`src/rtl/mkh_pkg.sv`:
```
`timescale 1ns / 1ps
package mkh_pkg;

   localparam logic [31:0] MIX_MUL     = 32'h5bd1e995;
   localparam int unsigned MIX_SHIFT   = 24;
   localparam int unsigned FIN_SHIFT_A = 13;
   localparam int unsigned FIN_SHIFT_B = 15;

   localparam int unsigned WORD_W   = 32;
   localparam int unsigned NBYTES_W = 3;
   localparam int unsigned REQ_DATA_W = 72;

   localparam int unsigned QUEUE_DEPTH = 4;
   localparam int unsigned QPTR_W      = $clog2(QUEUE_DEPTH);
   localparam int unsigned QCNT_W      = $clog2(QUEUE_DEPTH + 1);

   typedef enum logic [1:0] {
      OP_NONE,
      OP_FULL,
      OP_TAIL
   } op_type;

   typedef enum logic [2:0] {
      ST_IDLE,
      ST_MIX1,
      ST_MIX2,
      ST_FOLD,
      ST_TAIL,
      ST_FIN1,
      ST_FIN2
   } state_type;

   typedef struct packed {
      op_type            op;
      logic [WORD_W-1:0] word;
      logic              first;
      logic              last;
      logic [WORD_W-1:0] klen;
   } entry_type;

endpackage

```
`src/rtl/mkh_front.sv`:
```
`timescale 1ns / 1ps
module mkh_front (
   input  logic                              req_tvalid,
   output logic                              req_tready,
   input  logic [mkh_pkg::REQ_DATA_W-1:0]    req_tdata,
   input  logic                              req_tuser,
   input  logic                              req_tlast,
   input  logic                              q_full,
   output logic                              push,
   output mkh_pkg::entry_type                push_entry
);
   import mkh_pkg::*;

   logic [WORD_W-1:0]   key_word;
   logic [NBYTES_W-1:0] bytes_valid;
   logic [WORD_W-1:0]   key_length;
   logic [WORD_W-1:0]   mask;
   op_type              op;

   assign key_word    = req_tdata[31:0];
   assign bytes_valid = req_tdata[34:32];
   assign key_length  = req_tdata[66:35];

   assign req_tready = !q_full;
   assign push       = req_tvalid && !q_full;

   // counts of five to seven act as a full word
   always_comb begin
      case (bytes_valid)
         3'd0: begin
            op   = OP_NONE;
            mask = '0;
         end
         3'd1: begin
            op   = OP_TAIL;
            mask = 32'h0000_00ff;
         end
         3'd2: begin
            op   = OP_TAIL;
            mask = 32'h0000_ffff;
         end
         3'd3: begin
            op   = OP_TAIL;
            mask = 32'h00ff_ffff;
         end
         default: begin
            op   = OP_FULL;
            mask = '1;
         end
      endcase
   end

   always_comb begin
      push_entry.op    = op;
      push_entry.word  = key_word & mask;
      push_entry.first = req_tuser;
      push_entry.last  = req_tlast;
      push_entry.klen  = key_length;
   end

endmodule

```
`src/rtl/mkh_queue.sv`:
```
`timescale 1ns / 1ps
module mkh_queue (
   input  logic               clock,
   input  logic               reset,
   input  logic               push,
   input  mkh_pkg::entry_type push_entry,
   output logic               full,
   input  logic               pop,
   output logic               head_valid,
   output mkh_pkg::entry_type head
);
   import mkh_pkg::*;

   entry_type         slot_ff [QUEUE_DEPTH];
   logic [QPTR_W-1:0] wr_ptr_ff, wr_ptr_in;
   logic [QPTR_W-1:0] rd_ptr_ff, rd_ptr_in;
   logic [QCNT_W-1:0] count_ff, count_in;
   logic              do_pop;

   assign full       = (count_ff == QCNT_W'(QUEUE_DEPTH));
   assign head_valid = (count_ff != '0);
   assign head       = slot_ff[rd_ptr_ff];
   assign do_pop     = pop && head_valid;

   always_comb begin
      wr_ptr_in = push ? wr_ptr_ff + 1'b1 : wr_ptr_ff;
      rd_ptr_in = do_pop ? rd_ptr_ff + 1'b1 : rd_ptr_ff;
      count_in  = count_ff;
      if (push && !do_pop) begin
         count_in = count_ff + 1'b1;
      end else if (!push && do_pop) begin
         count_in = count_ff - 1'b1;
      end
   end

   always_ff @(posedge clock) begin
      if (reset) begin
         wr_ptr_ff <= '0;
         rd_ptr_ff <= '0;
         count_ff  <= '0;
      end else begin
         wr_ptr_ff <= wr_ptr_in;
         rd_ptr_ff <= rd_ptr_in;
         count_ff  <= count_in;
      end
   end

   always_ff @(posedge clock) begin
      if (push) begin
         slot_ff[wr_ptr_ff] <= push_entry;
      end
   end

endmodule

```
`src/rtl/mkh_back.sv`:
```
`timescale 1ns / 1ps
module mkh_back (
   input  logic                         clock,
   input  logic                         reset,
   input  logic                         csr_we,
   input  logic [mkh_pkg::WORD_W-1:0]   csr_wdata,
   input  logic                         head_valid,
   input  mkh_pkg::entry_type           head,
   output logic                         pop,
   output logic                         rsp_tvalid,
   input  logic                         rsp_tready,
   output logic [mkh_pkg::WORD_W-1:0]   rsp_tdata
);
   import mkh_pkg::*;

   state_type         state_ff, state_in;
   logic [WORD_W-1:0] seed_ff;
   logic [WORD_W-1:0] h_ff, h_in;
   logic [WORD_W-1:0] hm_ff;
   logic [WORD_W-1:0] k_ff, k_in;
   logic [WORD_W-1:0] w_ff;
   logic [WORD_W-1:0] p_ff;
   logic              last_ff;
   logic              rsp_tvalid_ff, rsp_tvalid_in;
   logic [WORD_W-1:0] rsp_tdata_ff;
   logic              out_free;

   logic do_mix1, do_mix2, do_fold, do_tail, do_fin1, do_emit;

   logic [WORD_W-1:0] k_shr;
   logic [WORD_W-1:0] h_fin;
   logic [WORD_W-1:0] p_fin;

   assign out_free = !rsp_tvalid_ff || rsp_tready;
   assign k_shr    = k_ff ^ (k_ff >> MIX_SHIFT);
   assign h_fin    = h_ff ^ (h_ff >> FIN_SHIFT_A);
   assign p_fin    = p_ff ^ (p_ff >> FIN_SHIFT_B);

   // next state
   always_comb begin
      state_in = state_ff;
      case (state_ff)
         ST_IDLE: begin
            if (head_valid) begin
               case (head.op)
                  OP_FULL: state_in = ST_MIX1;
                  OP_TAIL: state_in = ST_TAIL;
                  default: state_in = head.last ? ST_FIN1 : ST_IDLE;
               endcase
            end
         end
         ST_MIX1: state_in = ST_MIX2;
         ST_MIX2: state_in = ST_FOLD;
         ST_FOLD: state_in = last_ff ? ST_FIN1 : ST_IDLE;
         ST_TAIL: state_in = last_ff ? ST_FIN1 : ST_IDLE;
         ST_FIN1: state_in = ST_FIN2;
         ST_FIN2: state_in = out_free ? ST_IDLE : ST_FIN2;
         default: state_in = ST_IDLE;
      endcase
   end

   // per-state controls
   always_comb begin
      pop     = 1'b0;
      do_mix1 = 1'b0;
      do_mix2 = 1'b0;
      do_fold = 1'b0;
      do_tail = 1'b0;
      do_fin1 = 1'b0;
      do_emit = 1'b0;
      case (state_ff)
         ST_IDLE: pop     = head_valid;
         ST_MIX1: do_mix1 = 1'b1;
         ST_MIX2: do_mix2 = 1'b1;
         ST_FOLD: do_fold = 1'b1;
         ST_TAIL: do_tail = 1'b1;
         ST_FIN1: do_fin1 = 1'b1;
         ST_FIN2: do_emit = out_free;
         default: pop     = 1'b0;
      endcase
   end

   always_comb begin
      h_in = h_ff;
      if (pop) begin
         h_in = head.first ? (seed_ff ^ head.klen) : h_ff;
      end else if (do_fold) begin
         h_in = hm_ff ^ k_ff;
      end else if (do_tail) begin
         h_in = (h_ff ^ w_ff) * MIX_MUL;
      end
   end

   always_comb begin
      k_in = k_ff;
      if (do_mix1) begin
         k_in = w_ff * MIX_MUL;
      end else if (do_mix2) begin
         k_in = k_shr * MIX_MUL;
      end
   end

   always_comb begin
      rsp_tvalid_in = rsp_tvalid_ff;
      if (do_emit) begin
         rsp_tvalid_in = 1'b1;
      end else if (rsp_tready) begin
         rsp_tvalid_in = 1'b0;
      end
   end

   always_ff @(posedge clock) begin
      if (reset) begin
         state_ff      <= ST_IDLE;
         seed_ff       <= '0;
         h_ff          <= '0;
         rsp_tvalid_ff <= 1'b0;
      end else begin
         state_ff      <= state_in;
         h_ff          <= h_in;
         rsp_tvalid_ff <= rsp_tvalid_in;
         if (csr_we) begin
            seed_ff <= csr_wdata;
         end
      end
   end

   always_ff @(posedge clock) begin
      k_ff <= k_in;
      if (pop) begin
         w_ff    <= head.word;
         last_ff <= head.last;
      end
      if (do_mix2) begin
         hm_ff <= h_ff * MIX_MUL;
      end
      if (do_fin1) begin
         p_ff <= h_fin * MIX_MUL;
      end
      if (do_emit) begin
         rsp_tdata_ff <= p_fin;
      end
   end

   assign rsp_tvalid = rsp_tvalid_ff;
   assign rsp_tdata  = rsp_tdata_ff;

endmodule

```
`src/rtl/murmur2_key_hash.sv`:
```
`timescale 1ns / 1ps
// path to rsp_tvalid: a req transfer writes a word into the queue, where it may wait until the
// sequencer pops it in ST_IDLE; a full word then runs ST_MIX1, ST_MIX2, ST_FOLD, a tail word
// ST_TAIL, an empty word nothing more; a last word then passes ST_FIN1 and ST_FIN2, which waits
// for a free output; new words are popped only in ST_IDLE, and a 4-entry queue absorbs bursts
// reset: synchronous, active high; clears seed, running hash, queue and rsp_tvalid
module murmur2_key_hash (
   input  logic                              clock,
   input  logic                              reset,
   input  logic                              csr_we,
   input  logic [mkh_pkg::WORD_W-1:0]        csr_wdata,
   input  logic                              req_tvalid,
   output logic                              req_tready,
   // key_word [31:0], bytes_valid [34:32], key_length [66:35], zero [71:67]
   input  logic [mkh_pkg::REQ_DATA_W-1:0]    req_tdata,
   // first_word [0]
   input  logic                              req_tuser,
   input  logic                              req_tlast,
   output logic                              rsp_tvalid,
   input  logic                              rsp_tready,
   // hash_value [31:0]
   output logic [mkh_pkg::WORD_W-1:0]        rsp_tdata
);
   import mkh_pkg::*;

   logic      q_full;
   logic      push;
   entry_type push_entry;
   logic      pop;
   logic      head_valid;
   entry_type head;

   mkh_front u_front (
      .req_tvalid (req_tvalid),
      .req_tready (req_tready),
      .req_tdata  (req_tdata),
      .req_tuser  (req_tuser),
      .req_tlast  (req_tlast),
      .q_full     (q_full),
      .push       (push),
      .push_entry (push_entry)
   );

   mkh_queue u_queue (
      .clock      (clock),
      .reset      (reset),
      .push       (push),
      .push_entry (push_entry),
      .full       (q_full),
      .pop        (pop),
      .head_valid (head_valid),
      .head       (head)
   );

   mkh_back u_back (
      .clock      (clock),
      .reset      (reset),
      .csr_we     (csr_we),
      .csr_wdata  (csr_wdata),
      .head_valid (head_valid),
      .head       (head),
      .pop        (pop),
      .rsp_tvalid (rsp_tvalid),
      .rsp_tready (rsp_tready),
      .rsp_tdata  (rsp_tdata)
   );

endmodule

```
`config.mk`:
```
export PLATFORM = sky130hd
export DESIGN_NAME = murmur2_key_hash
export DESIGN_NICKNAME = d
export VERILOG_FILES = /design/src/rtl/mkh_pkg.sv /design/src/rtl/mkh_front.sv /design/src/rtl/mkh_queue.sv /design/src/rtl/mkh_back.sv /design/src/rtl/murmur2_key_hash.sv
export SDC_FILE = /design/constraint.sdc
export NUM_CORES = 2
export LEC_CHECK = 0
export BUFFER_PORTS_ARGS = -buffer_cell sky130_fd_sc_hd__buf_4
export CAP_MARGIN = 15
export CORE_UTILIZATION = 65
export CTS_CLUSTER_SIZE = 24
export DETAILED_ROUTE_END_ITERATION = 7
export PLACE_DENSITY = 0.82
export REMOVE_ABC_BUFFERS = 1
export SYNTH_ARGS = -nofsm -noshare
export SYNTH_HDL_FRONTEND = slang
export SYNTH_SLANG_ARGS = --single-unit
```
`constraint.sdc`:
```
create_clock -name clock -period 16.2 [get_ports clock]
set_input_delay 3.24 -clock clock [delete_from_list [all_inputs] [get_ports clock]]
set_output_delay 3.24 -clock clock [all_outputs]
set_load 0.01 [all_outputs]
```
==> metrics.txt <==
PnR worst setup slack=roughly 7700 ps; skew final=around 46 ps; clk slew on worst S/H paths=60 ps; wire length per cell=22.2 um; Critical Path Source Type=flop; Top FF cell, synth=edfxtp_1; crit path DAT=~9100 ps; Initial Util=roughly two thirds; first-pass GRT wire length=between 200000 and 300000 um; routed vias=~41000; synth top area cells=fa_1, ha_1, edfxtp_1, inv_1, xnor2_1; Max Cap Violations=0; met3 wire len=roughly 14000 um; # rows=roughly 110; largest net degree at the start of global routing=around 70; H-tree depth=2; GRT Residual Overflow=0; critical path type=flop to flop; post-synthesis sequential area ratio=a little under a quarter; f_max=between 100 and 150 MHz; RSZ-0062 raised after global routing=no; DRC=0; max-slew violations=0; Core Footprint=approximately 97000 um2; status=completed; Synth top area share=28.0%; DRT Wirelength=161000 um; Critical Path Slowest Stage Cell=xnor2_1; Gate Count Post-Synth=roughly 5700; # setup viols final=0; Worst EP required=about 17000 ps; Slew headroom=14.6%; postcts setup bufs=0; Tmin final=between 8000 and 9000 ps; #FFs+latches synth=510; number of gates resized after cts=0; Post-synth EDFFs=roughly 430; number of DRC markers in iteration 0=around 3000; clock latency on the worst-skew pair=670 ps; share of cells above drive strength 1=under 10%; wire length on met2=75600 um; height of the chip=roughly 310 um; Max Buffers Root-to-Sink=3; number of global-route vias before repair=about 45000; M1 WL=62800 um; YS warnings=0; Final #Nets=8000; Pre-antenna DRT Iters=6; initial antenna violation count=4; clk sinks=510; Horiz. Die Dim=about 310 um; Post-Route Setup TNS=0 ps; final antenna-violating net count=0; P&R area growth vs syn=7.54%; cts hold-fix bufs=0; Tot GR Track Use=about a third; Port-buffer cells=139; Mapped Area=63500 um2; DR top layer=met5; Clock Root Buffer=clkbuf_16; crit-path max FO=10; Avg Vias per Cell=around 5.7; final worst-path cycle share=around 53%; Post-synth top cells=inv_1, ha_1, fa_1; placer congestion estimate=1.06; final hold viol count=0; CP dominant cell by count=inv_1; # IOs=145; Hold Crit Class=flop to flop; post-synthesis cell type count=83; CTS tree=built; post-synth top area cell=fa_1; pre-CTS WS=7940 ps; Avg Cell Area, Syn=between 10 and 15 um2; CTS Buf Count=54; Setup crit end kind=flop; Least-Margin Pin Slew=1280 ps; Worst path max stage delay=around 760 ps; die area=99000 um2; count leader, synth=inv_1; Synth async-reset ratio=0%; post-DP HPWL=roughly 130000 um
==> cells in the final DEF (no fill, tap or decap), types with 33 or more instances in the layout <==
cell,instances
mux2i_1,39
buf_4,210
xnor2_1,301
nor2_1,159
nand3_1,33
ha_1,1053
nand2_1,100
edfxtp_1,433
o21ai_0,90
xor2_1,142
mux4_2,68
dfxtp_1,75
fa_1,888
clkbuf_16,54
a21oi_1,148
a211oi_1,50
nor2b_1,38
a21o_1,48
inv_1,1720
==> stage by stage <==
step                      hold slack (ps)  instance area (um2)  cells  util [%]
final                                 477                68300   7269      70.7
after global routing                  479                68300   7268      70.7
after CTS                             475                68300   7268      70.7
after detailed placement              456                66500   7168      68.8
after global placement                451                66500   7168      68.8
after floorplan                       447                63300   5682         -
==> worst paths after layout <==
kind / to / slack [ps] / cells after the start / startpoint
min reg2reg: u_back.rsp_tdata[22] / 480 / 0 / u_back.p_ff[22]
max: u_back.h_ff[28] / 7670 / 27 / u_back.w_ff[3]
min: u_back.rsp_tdata[22] / 480 / 0 / u_back.p_ff[22]
max reg2reg: u_back.h_ff[28] / 7670 / 27 / u_back.w_ff[3]
==> flip-flops by register name, summed over array words and instances (netlist names), named ones only <==
| signal | flops |
|---|---|
| u_back.seed_ff | 32 |
| u_queue.count_ff | 3 |
| u_back.rsp_tvalid | 1 |
| u_back.state_ff | 3 |
| u_queue.wr_ptr_ff | 2 |
| u_queue.slot_ff | 272 |
| u_back.h_ff | 32 |
| u_back.rsp_tdata | 32 |
| u_back.last_ff | 1 |
| u_back.k_ff | 32 |
| u_back.hm_ff | 32 |
| u_back.w_ff | 32 |
| u_back.p_ff | 32 |
| u_queue.rd_ptr_ff | 2 |
==> routing by layer <==
layer  vias to the layer above  global-route usage, %
met4                         6                   15.1
met5                         -                      0
met2                      1684                   55.4
met3                       448                   6.87
li1                      18533                      -
met1                     20779                   43.8
==> area by class of cell <==
cell class / instances / area, um2
diodes: 1 / 2.50
clock buffers: 62 / 1380
clock inverters: 38 / 442
fillers: 6708 / 28400
inverters: 1725 / 6470
multi-input cells: 3447 / 42300
flip-flops and latches: 510 / 14600
well taps: 1276 / 1600
repair buffers: 210 / 1580
==> logic make-up (layout without fill, tap and decap cells) <==
family | Yosys count | in the layout | synth area share (%)
fa+ha+maj | 1941 | 1941 | 48.7
buf+inv | 1792 | 2035 | 10.6
flops | 510 | 510 | 22.9
compound gates | 480 | 480 | 4.98
simple gates | 472 | 472 | 3.58
xor+xnor | 447 | 447 | 6.22
mux | 107 | 107 | 3.02
other cells | 0 | 1 | 0
==> critical path, delay by kind of cell, from the launching register on <==
kind	cells	cell delay (ps)
adder cells (fa/ha/maj)	8	3300
AO/OA/AOI/OAI	6	1340
AND/OR/NAND/NOR	2	340
flip-flops	1	710
XOR/XNOR	3	1590
multiplexers	1	200
buffers and inverters	7	920
Power is left out: the tool's default activity adds up to more than one toggle a clock period on the data nets, which glitch-free logic cannot reach.
